<file path="config.mk">
export PLATFORM = sky130hd
export DESIGN_NAME = bcd_clock_seven_segment_scanner_flat
export DESIGN_NICKNAME = d
export VERILOG_FILES = /design/src/hw/rtl/bcdclk_pkg.sv /design/src/hw/rtl/bcdclk_if.sv /design/src/hw/rtl/bcdclk_queue.sv /design/src/hw/rtl/bcdclk_front.sv /design/src/hw/rtl/bcdclk_back.sv /design/src/hw/rtl/bcd_clock_seven_segment_scanner.sv /design/src/flat_wrapper.sv
export SDC_FILE = /design/constraint.sdc
export NUM_CORES = 1
export LEC_CHECK = 0
export BUFFER_PORTS_ARGS = -buffer_cell sky130_fd_sc_hd__buf_2
export CAP_MARGIN = 15
export CORE_MARGIN = 3
export CORE_UTILIZATION = 43
export CTS_BUF_LIST = sky130_fd_sc_hd__clkbuf_4 sky130_fd_sc_hd__clkbuf_8
export DETAILED_ROUTE_END_ITERATION = 6
export SLEW_MARGIN = 20
export SYNTH_ARGS = -nofsm -noshare
export SYNTH_HDL_FRONTEND = slang
export SYNTH_SLANG_ARGS = --single-unit
</file>
<file path="constraint.sdc">
create_clock -name i_clk -period 7.1 [get_ports i_clk]
set_input_delay 0 -clock i_clk [delete_from_list [all_inputs] [get_ports i_clk]]
set_output_delay 0 -clock i_clk [all_outputs]
set_load 0.1 [all_outputs]
</file>
<file path="src/hw/rtl/bcdclk_pkg.sv">
// types, codes and constants of the clock display scanner
// no dependencies; imported by every other file of the block but the macro header
package bcdclk_pkg;

    // input commands
    localparam logic [1:0] CMD_READING = 2'd0;
    localparam logic [1:0] CMD_ADJUST  = 2'd1;
    localparam logic [1:0] CMD_SCAN    = 2'd2;
    localparam logic [1:0] CMD_LAMP    = 2'd3;

    // result kinds
    localparam logic [1:0] KIND_SCAN  = 2'd0;
    localparam logic [1:0] KIND_WRITE = 2'd1;
    localparam logic [1:0] KIND_LAMP  = 2'd2;

    // clock register addresses
    localparam logic [1:0] ADDR_SECONDS = 2'd0;
    localparam logic [1:0] ADDR_MINUTES = 2'd1;
    localparam logic [1:0] ADDR_HOURS   = 2'd2;

    // queued job kinds
    localparam logic [1:0] JOB_ADJUST = 2'd0;
    localparam logic [1:0] JOB_SCAN   = 2'd1;
    localparam logic [1:0] JOB_LAMP   = 2'd2;

    // segment patterns, active low
    localparam logic [7:0] PAT_BLANK = 8'hFF;
    localparam logic [7:0] PAT_ZERO  = 8'h0A;
    localparam logic [7:0] DOT_MASK  = 8'hF7;
    localparam logic [7:0] SEG_TABLE [10] = '{
        8'h0A, 8'h7B, 8'h4C, 8'h68, 8'h39, 8'hA8, 8'h88, 8'h7A, 8'h08, 8'h28
    };

    // job queue, depth must be a power of two
    localparam int QUEUE_DEPTH = 2;
    localparam int QUEUE_AW    = $clog2(QUEUE_DEPTH);

    typedef struct packed {
        logic [1:0] command;
        logic [7:0] minutes_reg;
        logic [7:0] hours_reg;
    } t_in_item;

    typedef struct packed {
        logic [1:0] kind;
        logic [7:0] segments;
        logic [2:0] digit_select;
        logic [1:0] write_address;
        logic [7:0] write_data;
        logic       lamp_on;
        logic       last;
    } t_out_item;

    typedef struct packed {
        logic [1:0] op;
        logic       wrap;
        logic [7:0] hour_bcd;
        logic [7:0] min_bcd;
        logic [7:0] segments;
        logic [2:0] digit_sel;
        logic       lamp;
    } t_job;

endpackage

</file>
<file path="src/hw/rtl/bcdclk_if.sv">
// valid/ready channels of the clock display scanner, input and result side
// depends on bcdclk_pkg for the payload types
interface bcdclk_in_if import bcdclk_pkg::*; ();
    logic     valid;
    logic     ready;
    t_in_item item;

    modport source (output valid, output item, input ready);
    modport sink   (input valid, input item, output ready);
endinterface

interface bcdclk_out_if import bcdclk_pkg::*; ();
    logic      valid;
    logic      ready;
    t_out_item item;

    modport source (output valid, output item, input ready);
    modport sink   (input valid, input item, output ready);
endinterface

</file>
<file path="src/hw/rtl/bcdclk_queue.sv">
// short job queue between the front and back parts
// depends on bcdclk_pkg for the job type and depth
module bcdclk_queue import bcdclk_pkg::*; (
    input  logic i_clk,
    input  logic i_rst_n,
    input  logic i_push,
    input  t_job i_job,
    output logic o_full,
    input  logic i_pop,
    output logic o_valid,
    output t_job o_job
);

    t_job                r_mem [QUEUE_DEPTH];
    logic [QUEUE_AW-1:0] r_wr_ptr;
    logic [QUEUE_AW-1:0] r_rd_ptr;
    logic [QUEUE_AW:0]   r_count;

    assign o_full  = (r_count == (QUEUE_AW+1)'(QUEUE_DEPTH));
    assign o_valid = (r_count != '0);
    assign o_job   = r_mem[r_rd_ptr];

    always_ff @(posedge i_clk) begin
        if (i_push) begin
            r_mem[r_wr_ptr] <= i_job;
        end
    end

    always_ff @(posedge i_clk) begin
        if (!i_rst_n) begin
            r_wr_ptr <= '0;
            r_rd_ptr <= '0;
            r_count  <= '0;
        end else begin
            if (i_push) begin
                r_wr_ptr <= r_wr_ptr + QUEUE_AW'(1);
            end
            if (i_pop) begin
                r_rd_ptr <= r_rd_ptr + QUEUE_AW'(1);
            end
            unique case ({i_push, i_pop})
                2'b10: r_count <= r_count + (QUEUE_AW+1)'(1);
                2'b01: r_count <= r_count - (QUEUE_AW+1)'(1);
                default: r_count <= r_count;
            endcase
        end
    end

endmodule

</file>
<file path="src/hw/rtl/bcdclk_front.sv">
// front part: accepts commands, keeps display state, computes adjust values
// depends on bcdclk_pkg and bcdclk_if; feeds jobs to bcdclk_queue
module bcdclk_front import bcdclk_pkg::*; (
    input  logic        i_clk,
    input  logic        i_rst_n,
    bcdclk_in_if.sink   i_in,
    input  logic        i_q_full,
    output logic        o_q_push,
    output t_job        o_q_job
);

    logic [7:0] r_pat [4];
    logic [1:0] r_scan;
    logic       r_lamp;

    logic       accept;
    logic [7:0] mr;
    logic [7:0] hr;
    logic [5:0] h_val;
    logic [7:0] m_val;
    logic       wrap;
    logic [5:0] new_m;
    logic [5:0] h_inc;
    logic [7:0] hour_bcd;
    logic [7:0] min_bcd;
    logic [7:0] src_m;
    logic [7:0] src_h;
    logic [7:0] n_pat [4];
    logic [1:0] pos;

    function automatic logic [7:0] seg_of(input logic [3:0] nib);
        logic [7:0] pat;
        begin
            if (nib > 4'd9) begin
                pat = PAT_BLANK;
            end else begin
                pat = SEG_TABLE[nib];
            end
            return pat;
        end
    endfunction

    // value is below sixty
    function automatic logic [7:0] to_bcd(input logic [5:0] v);
        logic [2:0] t;
        logic [5:0] u;
        begin
            if (v >= 6'd50) begin
                t = 3'd5;
            end else if (v >= 6'd40) begin
                t = 3'd4;
            end else if (v >= 6'd30) begin
                t = 3'd3;
            end else if (v >= 6'd20) begin
                t = 3'd2;
            end else if (v >= 6'd10) begin
                t = 3'd1;
            end else begin
                t = 3'd0;
            end
            u = v - 6'(t) * 6'd10;
            return {1'b0, t, u[3:0]};
        end
    endfunction

    assign i_in.ready = !i_q_full;
    assign accept     = i_in.valid && i_in.ready;
    assign o_q_push   = accept && (i_in.item.command != CMD_READING);

    assign mr = i_in.item.minutes_reg;
    assign hr = i_in.item.hours_reg;

    // nibbles above nine still count as tens*10 + units
    assign h_val = 6'(hr[5:4]) * 6'd10 + 6'(hr[3:0]);
    assign m_val = 8'(mr[7:4]) * 8'd10 + 8'(mr[3:0]);
    assign wrap  = (m_val >= 8'd59);
    assign new_m = wrap ? 6'd0 : 6'(m_val + 8'd1);
    assign h_inc = (h_val >= 6'd23) ? 6'd0 : h_val + 6'd1;

    assign hour_bcd = to_bcd(h_inc);
    assign min_bcd  = to_bcd(new_m);

    // adjust refreshes the patterns from the written values
    assign src_m = (i_in.item.command == CMD_ADJUST) ? min_bcd : mr;
    assign src_h = (i_in.item.command == CMD_ADJUST && wrap) ? hour_bcd : hr;

    assign n_pat[0] = seg_of({2'b00, src_h[5:4]});
    assign n_pat[1] = seg_of(src_h[3:0]) & DOT_MASK;
    assign n_pat[2] = seg_of({1'b0, src_m[6:4]});
    assign n_pat[3] = seg_of(src_m[3:0]);

    // a zero in the leading digit is skipped
    assign pos = (r_scan == 2'd0 && r_pat[0] == PAT_ZERO) ? 2'd1 : r_scan;

    always_comb begin
        o_q_job      = '0;
        o_q_job.lamp = r_lamp;
        unique case (i_in.item.command)
            CMD_READING: begin
                o_q_job.op = JOB_ADJUST;
            end
            CMD_ADJUST: begin
                o_q_job.op       = JOB_ADJUST;
                o_q_job.wrap     = wrap;
                o_q_job.hour_bcd = hour_bcd;
                o_q_job.min_bcd  = min_bcd;
            end
            CMD_SCAN: begin
                o_q_job.op        = JOB_SCAN;
                o_q_job.segments  = r_pat[pos];
                o_q_job.digit_sel = 3'(pos) + 3'd1;
            end
            CMD_LAMP: begin
                o_q_job.op   = JOB_LAMP;
                o_q_job.lamp = !r_lamp;
            end
        endcase
    end

    always_ff @(posedge i_clk) begin
        if (!i_rst_n) begin
            r_pat  <= '{default: 8'h00};
            r_scan <= 2'd0;
            r_lamp <= 1'b0;
        end else if (accept) begin
            unique case (i_in.item.command)
                CMD_READING, CMD_ADJUST: begin
                    r_pat <= n_pat;
                end
                CMD_SCAN: begin
                    r_scan <= pos + 2'd1;
                end
                CMD_LAMP: begin
                    r_lamp <= !r_lamp;
                end
            endcase
        end
    end

endmodule

</file>
<file path="src/hw/rtl/bcdclk_back.sv">
// back part: expands queued jobs into result words behind an output register
// depends on bcdclk_pkg and bcdclk_if; drains bcdclk_queue
module bcdclk_back import bcdclk_pkg::*; (
    input  logic         i_clk,
    input  logic         i_rst_n,
    input  logic         i_q_valid,
    input  t_job         i_q_job,
    output logic         o_q_pop,
    bcdclk_out_if.source o_out
);

    localparam logic [1:0] STEP_HOURS   = 2'd0;
    localparam logic [1:0] STEP_SECONDS = 2'd1;
    localparam logic [1:0] STEP_MINUTES = 2'd2;

    t_job      r_cur;
    logic      r_cur_valid;
    logic [1:0] r_step;
    logic      r_out_valid;
    t_out_item r_out_item;

    logic      out_free;
    logic      cur_last;
    logic      emit;
    t_out_item res;

    assign out_free = !r_out_valid || o_out.ready;
    assign cur_last = (r_cur.op != JOB_ADJUST) || (r_step == STEP_MINUTES);
    assign emit     = r_cur_valid && out_free;
    assign o_q_pop  = i_q_valid && (!r_cur_valid || (emit && cur_last));

    assign o_out.valid = r_out_valid;
    assign o_out.item  = r_out_item;

    always_comb begin
        res         = '0;
        res.lamp_on = r_cur.lamp;
        res.last    = cur_last;
        unique case (r_cur.op)
            JOB_ADJUST: begin
                res.kind = KIND_WRITE;
                unique case (r_step)
                    STEP_HOURS: begin
                        res.write_address = ADDR_HOURS;
                        res.write_data    = r_cur.hour_bcd;
                    end
                    STEP_SECONDS: begin
                        res.write_address = ADDR_SECONDS;
                    end
                    STEP_MINUTES: begin
                        res.write_address = ADDR_MINUTES;
                        res.write_data    = r_cur.min_bcd;
                    end
                    default: begin
                        res.write_address = ADDR_SECONDS;
                    end
                endcase
            end
            JOB_SCAN: begin
                res.kind         = KIND_SCAN;
                res.segments     = r_cur.segments;
                res.digit_select = r_cur.digit_sel;
            end
            JOB_LAMP: begin
                res.kind = KIND_LAMP;
            end
            default: begin
                res.kind = KIND_LAMP;
            end
        endcase
    end

    always_ff @(posedge i_clk) begin
        if (o_q_pop) begin
            r_cur <= i_q_job;
        end
        if (emit) begin
            r_out_item <= res;
        end
    end

    always_ff @(posedge i_clk) begin
        if (!i_rst_n) begin
            r_cur_valid <= 1'b0;
            r_step      <= STEP_HOURS;
            r_out_valid <= 1'b0;
        end else begin
            if (emit) begin
                r_out_valid <= 1'b1;
            end else if (o_out.ready) begin
                r_out_valid <= 1'b0;
            end
            if (o_q_pop) begin
                r_cur_valid <= 1'b1;
                // without a wrap the hours write is left out
                r_step <= (i_q_job.op == JOB_ADJUST && !i_q_job.wrap) ?
                          STEP_SECONDS : STEP_HOURS;
            end else if (emit) begin
                if (cur_last) begin
                    r_cur_valid <= 1'b0;
                end else begin
                    r_step <= r_step + 2'd1;
                end
            end
        end
    end

endmodule

</file>
<file path="src/hw/rtl/bcd_clock_seven_segment_scanner.sv">
// each job passes the queue and the current-job register before the output register
// throughput: one input word per cycle while the two-entry job queue has room;
// one result word per cycle through the output register while its ready is high;
// an adjust gives two or three words, a scan or lamp toggle one, a reading none
// reset (synchronous, active low): patterns all lit, scan at digit 1, lamp off,
// queue and output empty
module bcd_clock_seven_segment_scanner import bcdclk_pkg::*; (
    input  logic         i_clk,
    input  logic         i_rst_n,
    bcdclk_in_if.sink    i_in,
    bcdclk_out_if.source o_out
);

    logic q_push;
    t_job q_job;
    logic q_full;
    logic q_pop;
    logic q_valid;
    t_job q_head;

    bcdclk_front u_front (
        .i_clk    (i_clk),
        .i_rst_n  (i_rst_n),
        .i_in     (i_in),
        .i_q_full (q_full),
        .o_q_push (q_push),
        .o_q_job  (q_job)
    );

    bcdclk_queue u_queue (
        .i_clk   (i_clk),
        .i_rst_n (i_rst_n),
        .i_push  (q_push),
        .i_job   (q_job),
        .o_full  (q_full),
        .i_pop   (q_pop),
        .o_valid (q_valid),
        .o_job   (q_head)
    );

    bcdclk_back u_back (
        .i_clk     (i_clk),
        .i_rst_n   (i_rst_n),
        .i_q_valid (q_valid),
        .i_q_job   (q_head),
        .o_q_pop   (q_pop),
        .o_out     (o_out)
    );

endmodule

</file>
<file path="src/flat_wrapper.sv">
// flat-port wrapper written by rule: the top's interface ports become plain ports
module bcd_clock_seven_segment_scanner_flat import bcdclk_pkg::*;
  (i_clk, i_rst_n, i_in_valid, i_in_item, i_in_ready, o_out_valid, o_out_item, o_out_ready);
  bcdclk_in_if i_in_i ();
  bcdclk_out_if o_out_i ();
  input  logic i_clk;
  input  logic i_rst_n;
  input wire logic [$bits(i_in_i.valid)-1:0] i_in_valid;
  input wire logic [$bits(i_in_i.item)-1:0] i_in_item;
  output wire logic [$bits(i_in_i.ready)-1:0] i_in_ready;
  output wire logic [$bits(o_out_i.valid)-1:0] o_out_valid;
  output wire logic [$bits(o_out_i.item)-1:0] o_out_item;
  input wire logic [$bits(o_out_i.ready)-1:0] o_out_ready;
  assign i_in_i.valid = i_in_valid;
  assign i_in_i.item = i_in_item;
  assign i_in_ready = i_in_i.ready;
  assign o_out_valid = o_out_i.valid;
  assign o_out_item = o_out_i.item;
  assign o_out_i.ready = o_out_ready;
  bcd_clock_seven_segment_scanner u_core (.i_clk(i_clk), .i_rst_n(i_rst_n), .i_in(i_in_i), .o_out(o_out_i));
endmodule
</file>
==> impl_metrics.env, run 1 <==
export IMPL_p_leak_nw=3.26
export IMPL_fin_crit_ns=4.91
export IMPL_period_share_pct=69.2
export IMPL_hold_end="u_core.u_queue.r_mem[0][30]$_DFFE_PP_"
export IMPL_clk_latency_ns=0.44
export IMPL_cts_resized=0
export IMPL_report_power_total_mw=2.95
export IMPL_track_usage_pct=15.1
export IMPL_clkPwrFrac_pct=26.2
export IMPL_ant_nets=0
export IMPL_grt_pass1_wl_um=23100
export IMPL_gp_congestion=0.890
export IMPL_fin_nets=729
export IMPL_fin_skew_ns=0.0117
export IMPL_worstSetupEndpointType="flop"
export IMPL_max_cap_violations=0
export IMPL_ys_seq_area_share_pct=54.3
export IMPL_p_comb_share_pct=32.2
export IMPL_start_util_pct=44.6
export IMPL_intPower_mw=1.92
export IMPL_viasPerCell=5.35
export IMPL_path_clk_slew_ns=0.08
export IMPL_crit_type="in2reg"
export IMPL_final_max_slew_viol_count=0
export IMPL_routed_wl_um=14100
export IMPL_clock_path_buffers=2
export IMPL_coreArea_sq_um=16900
export IMPL_rows=47
export IMPL_grt_pass1_vias=4742
export IMPL_rsz0062_at_grt="no"
export IMPL_postCtsSetupBuffers=0
export IMPL_cts_max_level=4
export IMPL_yosysUniqueCellTypes=73
export IMPL_timing_fmax_ghz=0.204
export IMPL_hold_path_startpoint="i_in_item[17]"
export IMPL_die_h_um=138
export IMPL_syn_area_per_cell_sq_um=12.1
export IMPL_cts_hold_buf=6
export IMPL_power_density_nw_per_um2=348
export IMPL_wl_per_cell_um=15.7
export IMPL_synth_edff_count=110
export IMPL_synth_seq_cells=149
export IMPL_hpwl_um=10100
export IMPL_async_flop_share_pct=0
export IMPL_root_buffer="clkbuf_8"
export IMPL_cp_arrival_ns=5.27
export IMPL_vdd_drop_max_uv=232
export IMPL_ys_warn_count=0
export IMPL_worstMarginPinSlew_ns=0.970
export IMPL_startpoint_type="primary input"
export IMPL_layout_drive_gt1_share_pct=21.8
export IMPL_r2r_cells=9
export IMPL_status="finished clean"
export IMPL_grt_max_degree=42
export IMPL_portBuffers=45
export IMPL_via_count=4815
export IMPL_rr_startpoint="u_core.u_back.r_step[0]$_SDFFE_PN0P_"
export IMPL_die_x_um=138
export IMPL_area_growth_pct=13.0
export IMPL_postLayoutSetupSlackWorst_ns=2.19
export IMPL_netlist_instances=620
export IMPL_cts_tree="done"
export IMPL_post_route_drc_count=0
export IMPL_cp_max_fo=9
export IMPL_tns_ns=0
export IMPL_post_dp_cell_area_sq_um=7950
export IMPL_final_area_sq_um=8500
export IMPL_reg2reg_to="u_core.u_queue.r_count[1]$_SDFFE_PN0P_"
export IMPL_swShare_pct=34.9
export IMPL_synth_ff_type="edfxtp_1"
export IMPL_hold_viol_final=0
export IMPL_io_pins=49
export IMPL_finalSetupViolCount=0
export IMPL_dieArea_sq_um=19100
export IMPL_power_switching_mw=1.03
export IMPL_netlist_area_sq_um=7520
export IMPL_drt_initial_drc_count=266
export IMPL_diodes=0
export IMPL_hp_class="in2reg"
export IMPL_dp_slack_ns=2.27
export IMPL_seqPwrFrac_pct=41.6
export IMPL_cp_required_ns=7.46
export IMPL_clock_sink_count=149
export IMPL_holdPathStages=3
export IMPL_firstDrtPassIters=4
export IMPL_max_slew_margin_rel_pct=34.9
export IMPL_grt_overflow=0
export IMPL_cts_buffers=17
export IMPL_antenna_found_initial=0
export IMPL_reg2reg_slack_ns=4.16
[registers in the layout, summed over array words and instances (netlist names), named ones only]
| name | cells |
|---|---|
| u_core.u_queue.r_count | 2 |
| u_core.u_back.r_step | 2 |
| u_core.u_front.r_pat | 27 |
| u_core.u_back.r_cur_valid | 1 |
| u_core.u_front.r_scan | 2 |
| u_core.u_queue.r_mem | 58 |
| u_core.u_back.r_cur | 28 |
| u_core.u_front.r_lamp | 1 |
| u_core.u_queue.r_wr_ptr | 1 |
| u_core.u_back.o_out.valid | 1 |
| u_core.u_back.o_out.item | 24 |
| u_core.u_queue.r_rd_ptr | 1 |
[kinds of logic (layout without fill, tap and decap cells)]
group / after synthesis / count (layout) / share of synthesized area (%)
flip-flops: 149 / 149 / 54.3
multiplexers: 48 / 48 / 8.00
AND/OR/NAND/NOR: 185 / 185 / 13.0
adder cells (fa/ha/maj): 42 / 42 / 7.42
buffers and inverters: 52 / 110 / 2.80
XOR/XNOR: 19 / 19 / 2.56
other: 1 / 3 / 0.0499
AO/OA/AOI/OAI: 124 / 124 / 11.8
[cells in the final DEF, fill, tap and decap left out, types with 10 or more instances in the layout]
master	synthesis	routed
ha_1	35	35
edfxtp_1	110	110
a21o_1	11	11
o21ai_0	31	31
dfxtp_1	39	39
a21oi_1	19	19
xnor2_1	14	14
mux2i_1	10	10
nor2_1	35	33
inv_1	20	19
nand2_1	36	36
and2_1	35	35
nand3_1	14	14
nor3_1	16	16
buf_2	3	45
clkbuf_8	0	17
nor2b_1	14	13
mux2_2	30	30
[per-layer routing]
| layer | global-route usage, % | wire, um | vias to the layer above |
|---|---|---|---|
| met3 | 3.21 | 489 | 23 |
| met5 | 0 | 0 | - |
| li1 | - | - | 2376 |
| met1 | 19.5 | 6550 | 2320 |
| met4 | 6.76 | 368 | 0 |
| met2 | 24.5 | 6700 | 96 |
[metrics by stage]
step           cells  utilization (%)  hold WS, ns
2_1_floorplan    622                -        0.197
3_3_place_gp     862             47.1        0.340
3_5_place_dp     862             47.1        0.358
4_1_cts          900             50.3      0.00596
5_1_grt          900             50.4       0.0372
6_report         900             50.4       0.0327
[layout make-up]
type	instances	area (sq um)
Sequential cell	149	4080
Timing Repair Buffer	57	330
Tap cell	220	275
Multi-Input combinational cell	421	3250
Inverter	21	78.8
Clock inverter	15	250
Fill cell	1472	8380
Clock buffer	17	234
[power by group through the flow]
stage	Sequential, mW	Combinational, mW	Clock (mW)
6_report	1.23	0.952	0.775
5_1_grt	1.25	1.04	0.831
4_1_cts	1.23	0.964	0.793
3_5_place_dp	1.25	0.956	0
3_3_place_gp	1.24	0.935	0
2_1_floorplan	1.47	0.543	0
[worst max-delay path, cell delays in order]
cell	delay [ns]
dlygate4sd3_1	0.53
buf_2	0.15
ha_1	0.20
ha_1	0.21
fa_1	0.58
nand2_1	0.11
nor3_2	0.19
a21oi_1	0.15
a22oi_4	0.33
and3_1	0.32
a21oi_1	0.10
o32a_1	0.41
nor2_1	0.10
ha_1	0.23
nor2_1	0.27
a21o_1	0.21
inv_1	0.11
ha_1	0.25
nor2_1	0.29
a211o_1	0.21
a221o_1	0.13
nor3b_1	0.19
[synth_stat cells, types with 3 or more instances]
library cell	n	area (sq um)
mux2i_1	10	100
and3_1	3	18.8
o21ai_0	31	155
nor2_1	35	131
dfxtp_1	39	781
a31oi_1	5	31.3
fa_1	5	100
nor4_1	5	31.3
a21oi_1	19	95.1
clkbuf_1	24	90.1
edfxtp_1	110	3300
xnor2_1	14	123
a22o_1	7	61.3
nand3_1	14	70.1
and2_1	35	219
a211o_1	3	26.3
nor2b_1	14	87.6
o21a_1	5	37.5
nor3_1	16	80.1
a21o_1	11	82.6
or3_1	3	18.8
xor2_1	3	26.3
nand2_1	36	135
a21boi_0	5	37.5
o211a_1	4	40.0
buf_2	3	15.0
mux2_2	30	338
inv_1	20	75.1
o221a_2	7	78.8
a211oi_1	4	30.0
mux4_2	6	135
ha_1	35	438
nor3b_1	4	30.0
nand2b_1	6	37.5
[how the worst max path moves through the flow]
| stage | start | end | slack, ns |
|---|---|---|---|
| 6_report | i_in_item[12] | u_core.u_front.r_pat[4]$_SDFFE_PN0P_ | 2.19 |
| 5_1_grt | i_in_item[12] | u_core.u_front.r_pat[0]$_SDFFE_PN0P_ | 1.91 |
| 4_1_cts | i_in_item[12] | u_core.u_front.r_pat[4]$_SDFFE_PN0P_ | 2.27 |
| 3_5_place_dp | i_in_item[13] | u_core.u_front.r_pat[0]$_SDFFE_PN0P_ | 2.27 |
| 3_3_place_gp | i_in_item[13] | u_core.u_front.r_pat[2]$_SDFFE_PN0P_ | 2.41 |
| 2_1_floorplan | i_in_item[13] | u_core.u_front.r_pat[0]$_SDFFE_PN0P_ | 2.90 |
Power figures use the tool's default switching activity.
==> run 2, diff against run 1 <==
==> constraint.sdc (replaced) <==
create_clock -name i_clk -period 4.55 [get_ports i_clk]
set_input_delay 0 -clock i_clk [delete_from_list [all_inputs] [get_ports i_clk]]
set_output_delay 0 -clock i_clk [all_outputs]
set_load 0.1 [all_outputs]
==> run 2 against run 1 <==
Die area unchanged. Wire length up 3.6%. Sequential share of layout area up 0.59 points. Worst setup slack worse by 1.8 ns. Total power up 45%.
==> impl_metrics.env, run 2 (synthesis gave the netlist of run 1 again) <==
export IMPL_clkPwrFrac_pct=19.6
export IMPL_timing_fmax_ghz=0.240
export IMPL_path_buf_inv=3
export IMPL_start_util_pct=44.6
export IMPL_ant_nets=0
export IMPL_area_growth_pct=11.6
export IMPL_hpwl_um=10300
export IMPL_tns_ns=0
export IMPL_portBuffers=45
export IMPL_busiest_layer="met2"
export IMPL_cts_max_level=4
export IMPL_fin_crit_ns=4.16
export IMPL_grt_overflow=0
export IMPL_report_power_total_mw=4.28
export IMPL_cp_required_ns=4.91
export IMPL_max_cap_violations=0
export IMPL_hold_viol_final=0
export IMPL_fin_skew_ns=0.00963
export IMPL_drt_initial_drc_count=385
export IMPL_grt_pass1_vias=4743
export IMPL_viasPerCell=5.33
export IMPL_rsz0062_at_grt="no"
export IMPL_routed_wl_um=14600
export IMPL_mostFrequentLayoutCells="edfxtp_1 (110), buf_2 (45), dfxtp_1 (39), nand2_1 (36)"
export IMPL_gp_congestion=0.875
export IMPL_top_register="u_core.u_queue.r_mem"
export IMPL_startpoint_type="primary input"
export IMPL_top_regs="u_core.u_queue.r_mem x58, u_core.u_back.r_cur x28, u_core.u_front.r_pat x27"
export IMPL_worstSetupEndpointType="flop"
export IMPL_root_buffer="clkbuf_8"
export IMPL_cpMostUsedCell="ha_1"
export IMPL_swShare_pct=37.2
export IMPL_die_h_um=138
export IMPL_utilization_pct=49.7
export IMPL_track_usage_pct=15.2
export IMPL_clk_latency_ns=0.44
export IMPL_rows=47
export IMPL_path_cells="buf_2 -> ha_1 -> ha_1 -> fa_1 -> inv_1 -> o22ai_1 -> o21ai_0 -> a211o_1 -> and3_1 -> nand2_1 -> a21oi_1 -> o32a_1 -> nor2_1 -> ha_1 -> nor2_1 -> a21o_1 -> inv_1 -> ha_1 -> nor2_1 -> a211o_1 -> a221o_1 -> nor3b_1"
export IMPL_postLayoutSetupSlackWorst_ns=0.391
export IMPL_intPower_mw=2.69
export IMPL_hp_class="in2reg"
export IMPL_die_x_um=138
export IMPL_grtUsageMet1_pct=19.7
export IMPL_post_dp_cell_area_sq_um=8010
export IMPL_grt_max_degree=42
export IMPL_diodes=0
export IMPL_fin_nets=737
export IMPL_regArea_sq_um=4080
export IMPL_vdd_drop_max_uv=275
export IMPL_period_share_pct=91.4
export IMPL_path_clk_slew_ns=0.08
export IMPL_coreArea_sq_um=16900
export IMPL_p_comb_share_pct=35.6
export IMPL_p_leak_nw=3.22
export IMPL_via_count=4832
export IMPL_layout_drive_gt1_share_pct=22.1
export IMPL_met2_usage_pct=25.5
export IMPL_power_switching_mw=1.59
export IMPL_final_max_slew_viol_count=0
export IMPL_multi_input_area_sq_um=3250
export IMPL_crit_type="in2reg"
export IMPL_cts_buffers=17
export IMPL_clock_sink_count=149
export IMPL_dp_slack_ns=-0.00648
export IMPL_worstMarginPinSlew_ns=0.797
export IMPL_power_density_nw_per_um2=510
export IMPL_cp_max_fo=5
export IMPL_fillers=1514
export IMPL_critPathTopFamily="compound AO/OA/AOI/OAI gates"
export IMPL_max_slew_margin_rel_pct=46.8
export IMPL_io_pins=49
export IMPL_cp_arrival_ns=4.52
export IMPL_cts_tree="done"
export IMPL_final_common_cell="edfxtp_1"
export IMPL_seqPwrFrac_pct=44.8
export IMPL_slowest_stage="fa_1"
export IMPL_largest_reg_flops=58
export IMPL_antenna_found_initial=0
export IMPL_wl_per_cell_um=16.1
export IMPL_grtUsageMet3_pct=3.59
export IMPL_clock_path_buffers=2
export IMPL_firstDrtPassIters=4
export IMPL_finalSetupViolCount=0
export IMPL_grt_pass1_wl_um=23500
export IMPL_final_area_sq_um=8400
export IMPL_dieArea_sq_um=19100
export IMPL_crit_path_max_incr_delay_ns=0.57
export IMPL_cts_resized=0
export IMPL_status="finished clean"
export IMPL_post_route_drc_count=0
-- run 2: per-layer routing --
layer	up-vias	share of wire, %
li1	2390	-
met1	2309	46
met2	111	48
met3	22	3.9
met4	0	1.7
met5	-	0
-- run 2: power groups by stage --
stage / Combinational [mW] / Clock (mW) / Sequential (mW)
2_1_floorplan: 0.847 / 0 / 2.30
3_5_place_dp: 1.52 / 0 / 1.95
3_3_place_gp: 1.49 / 0 / 1.94
6_report: 1.53 / 0.840 / 1.92
4_1_cts: 1.53 / 0.868 / 1.92
5_1_grt: 1.65 / 0.926 / 1.94
-- run 2: repair_timing --
| item | in CTS | in global routing |
|---|---|---|
| hold buffers | 6 | 0 |
| hold endpoints to repair | 11 | 0 |
| endpoints found under the setup margin | 0 | 0 |
| buffers inserted | 0 | 0 |
-- run 2: layout make-up --
type,instances,share of cell area (%)
multi-input cells,421,38.7
well taps,220,3.28
clock inverters,11,0.760
inverters,21,0.939
repair buffers,65,4.65
flip-flops and latches,149,48.6
clock buffers,20,3.06
-- run 2: path summary, 6_finish.rpt --
kind / start / end / slack (ns) / cells past startpoint
hold reg to reg: u_core.u_back.r_cur[0]$_DFFE_PP_ / u_core.u_back.o_out.item[1]$_DFFE_PP_ / 0.44 / 0
hold / removal: i_in_item[17] / u_core.u_queue.r_mem[0][30]$_DFFE_PP_ / 0.05 / 3
setup reg to reg: u_core.u_back.r_step[0]$_SDFFE_PN0P_ / u_core.u_queue.r_count[1]$_SDFFE_PN0P_ / 1.65 / 10
setup / recovery: i_in_item[13] / u_core.u_front.r_pat[4]$_SDFFE_PN0P_ / 0.39 / 22
-- run 2: worst reg2reg max path: stages (launching register included) --
cell      delay (ns)
dfxtp_1         0.32
inv_1           0.08
ha_1            0.22
nor3_1          0.41
o21ai_0         0.20
o21ai_0         0.31
inv_1           0.08
buf_4           0.28
ha_1            0.38
or3_1           0.37
a21boi_0        0.17
-- run 2: stage by stage --
step | hold WS [ns] | instances
2_1_floorplan | 0.197 | 622
3_3_place_gp | 0.341 | 870
3_5_place_dp | 0.350 | 870
4_1_cts | 0.0134 | 907
5_1_grt | 0.0711 | 907
6_report | 0.0468 | 907
==> run 3, diff against run 2 <==
--- a/config.mk
+++ b/config.mk
@@ -11,6 +11,7 @@
 export CORE_UTILIZATION = 43
 export CTS_BUF_LIST = sky130_fd_sc_hd__clkbuf_4 sky130_fd_sc_hd__clkbuf_8
 export DETAILED_ROUTE_END_ITERATION = 6
+export HOLD_SLACK_MARGIN = 0.08
 export SLEW_MARGIN = 20
 export SYNTH_ARGS = -nofsm -noshare
 export SYNTH_HDL_FRONTEND = slang
==> run 3 against run 2 <==
Hold slack better by 0.075 ns. Sequential cell count unchanged. Design area up 0.36%. Non-clock buffer count up 3. Register-to-register slack better by 0.04 ns. Count of clock-buffer cells in the layout unchanged. Fmax down 3.9%. Critical endpoint is now u_core.u_front.r_pat[16]$_SDFFE_PN0P_. Largest cell class unchanged.
==> impl_metrics.env, run 3 (synthesis gave the netlist of run 1 again) <==
export IMPL_status="finished clean"
export IMPL_grt_pass1_wl_um=23500
export IMPL_dieArea_sq_um=19100
export IMPL_fin_crit_ns=4.33
export IMPL_hp_class="in2reg"
export IMPL_final_max_slew_viol_count=0
export IMPL_worstMarginPinSlew_ns=0.868
export IMPL_cp_arrival_ns=4.66
export IMPL_io_pins=49
export IMPL_crit_type="in2reg"
export IMPL_cts_tree="done"
export IMPL_startpoint_type="primary input"
export IMPL_portBuffers=45
export IMPL_cts_max_level=4
export IMPL_fillers=1510
export IMPL_rsz0062_at_grt="no"
export IMPL_ant_nets=0
export IMPL_dp_cells=870
export IMPL_cp_max_fo=7
export IMPL_top_regs="u_core.u_queue.r_mem x58, u_core.u_back.r_cur x28, u_core.u_front.r_pat x27"
export IMPL_root_buffer="clkbuf_8"
export IMPL_track_usage_pct=15.3
export IMPL_die_x_um=138
export IMPL_top_register="u_core.u_queue.r_mem"
export IMPL_rr_startpoint="u_core.u_back.r_step[0]$_SDFFE_PN0P_"
export IMPL_p_leak_nw=3.23
export IMPL_grt_pass1_vias=4762
export IMPL_final_common_cell="edfxtp_1"
export IMPL_area_growth_pct=12.0
export IMPL_cts_buffers=17
export IMPL_firstDrtPassIters=5
export IMPL_viasPerCell=5.28
export IMPL_timing_fmax_ghz=0.231
export IMPL_endpoint="u_core.u_front.r_pat[16]$_SDFFE_PN0P_"
export IMPL_cp_required_ns=4.88
export IMPL_max_cap_violations=0
export IMPL_finalSetupViolCount=0
export IMPL_rows=47
export IMPL_layout_drive_gt1_share_pct=22.0
export IMPL_gp_congestion=0.875
export IMPL_hpwl_um=10300
export IMPL_hold_viol_final=0
export IMPL_period_share_pct=95.2
export IMPL_die_h_um=138
export IMPL_grt_max_degree=42
export IMPL_power_density_nw_per_um2=507
export IMPL_antenna_found_initial=0
export IMPL_fin_nets=740
export IMPL_wl_per_cell_um=15.9
export IMPL_clock_sink_count=149
export IMPL_path_clk_slew_ns=0.08
export IMPL_vdd_drop_max_uv=274
export IMPL_reg2reg_slack_ns=1.69
export IMPL_routed_wl_um=14400
export IMPL_max_slew_margin_rel_pct=41.8
export IMPL_drt_initial_drc_count=375
export IMPL_worstSetupEndpointType="flop"
export IMPL_clk_latency_ns=0.44
export IMPL_diodes=0
export IMPL_grt_overflow=0
export IMPL_cp_startpoint="i_in_item[4]"
export IMPL_clock_path_buffers=2
export IMPL_fin_skew_ns=0.0133
export IMPL_post_route_drc_count=0
export IMPL_r2r_cells=10
export IMPL_largest_reg_flops=58
export IMPL_coreArea_sq_um=16900
export IMPL_reg2reg_to="u_core.u_queue.r_count[1]$_SDFFE_PN0P_"
export IMPL_finalNonFillerCells=910
export IMPL_mostFrequentLayoutCells="edfxtp_1 (110), buf_2 (45), dfxtp_1 (39), nand2_1 (36)"
export IMPL_start_util_pct=44.6
export IMPL_tns_ns=0
export IMPL_via_count=4808
==> run 3: critical path, stage by stage <==
cell and delay (ns):
dlygate4sd3_1 0.56, buf_2 0.16, ha_1 0.23, fa_1 0.56
nand3_1 0.16, xnor2_1 0.16, and2_1 0.18, a2111oi_2 0.55
nor3_1 0.12, a21o_1 0.21, ha_1 0.20, inv_1 0.06
fa_1 0.45, mux2i_2 0.31, o21ai_0 0.18, a21o_1 0.29
o221a_2 0.28
==> run 3: how the worst min path moves through the flow <==
| stage | from | end | slack, ns | depth (start not counted) |
|---|---|---|---|---|
| finish | i_rst_n | u_core.u_front.r_pat[13]$_SDFFE_PN0P_ | 0.12 | 2 |
| CTS | i_rst_n | u_core.u_queue.r_wr_ptr$_SDFFE_PN0P_ | 0.1 | 2 |
| floorplan | i_rst_n | u_core.u_front.r_pat[7]$_SDFFE_PN0P_ | 0.20 | 2 |
| global route | i_rst_n | u_core.u_back.r_step[0]$_SDFFE_PN0P_ | 0.15 | 2 |
| detailed placement | o_out_ready | u_core.u_back.o_out.valid$_SDFFE_PN0P_ | 0.35 | 3 |
| global placement | o_out_ready | u_core.u_back.o_out.valid$_SDFFE_PN0P_ | 0.34 | 3 |
==> run 3: power by group <==
part	internal, mW	total [mW]	switching, mW
Sequential	1.83	1.92	0.0839
Clock	0.381	0.838	0.457
Combinational	0.477	1.52	1.04
Total	2.69	4.28	1.59
==> run 3: layout make-up <==
| class | instances | area [sq um] | area share, % |
|---|---|---|---|
| tap | 220 | 275 | 3.27 |
| sequential | 149 | 4080 | 48.5 |
| clock inverter | 11 | 63.8 | 0.757 |
| inverter | 21 | 78.8 | 0.936 |
| timing repair buffer | 68 | 420 | 4.99 |
| clock buffer | 20 | 256 | 3.04 |
| multi-input combinational | 421 | 3250 | 38.5 |
==> run 3: what timing repair did <==
item | CTS | global route
hold buffers | 9 | 0
resized for setup | 0 | 0
hold endpoints to repair | 20 | 0
buffers inserted | 0 | 0
==> run 3: through the flow <==
step / setup slack (ns) / total power [mW] / instance area [sq um] / hold WS (ns) / util, %
after detailed placement: -0.00648 / 3.47 / 8010 / 0.350 / 47.5
after CTS: 0.297 / 4.32 / 8420 / 0.0956 / 49.9
after global placement: 0.137 / 3.43 / 8010 / 0.341 / 47.5
final: 0.221 / 4.28 / 8430 / 0.122 / 49.9
after global routing: 0.0571 / 4.52 / 8430 / 0.148 / 49.9
after floorplan: 0.346 / 3.14 / 7530 / 0.197 / -
==> run 3: metal layers <==
layer | global-route usage (%) | up-vias | wire length, um
met5 | 0 | - | 0
met4 | 4.89 | 0 | 156
met3 | 3.59 | 12 | 715
met2 | 25.5 | 108 | 6940
met1 | 19.7 | 2289 | 6620
li1 | - | 2399 | -
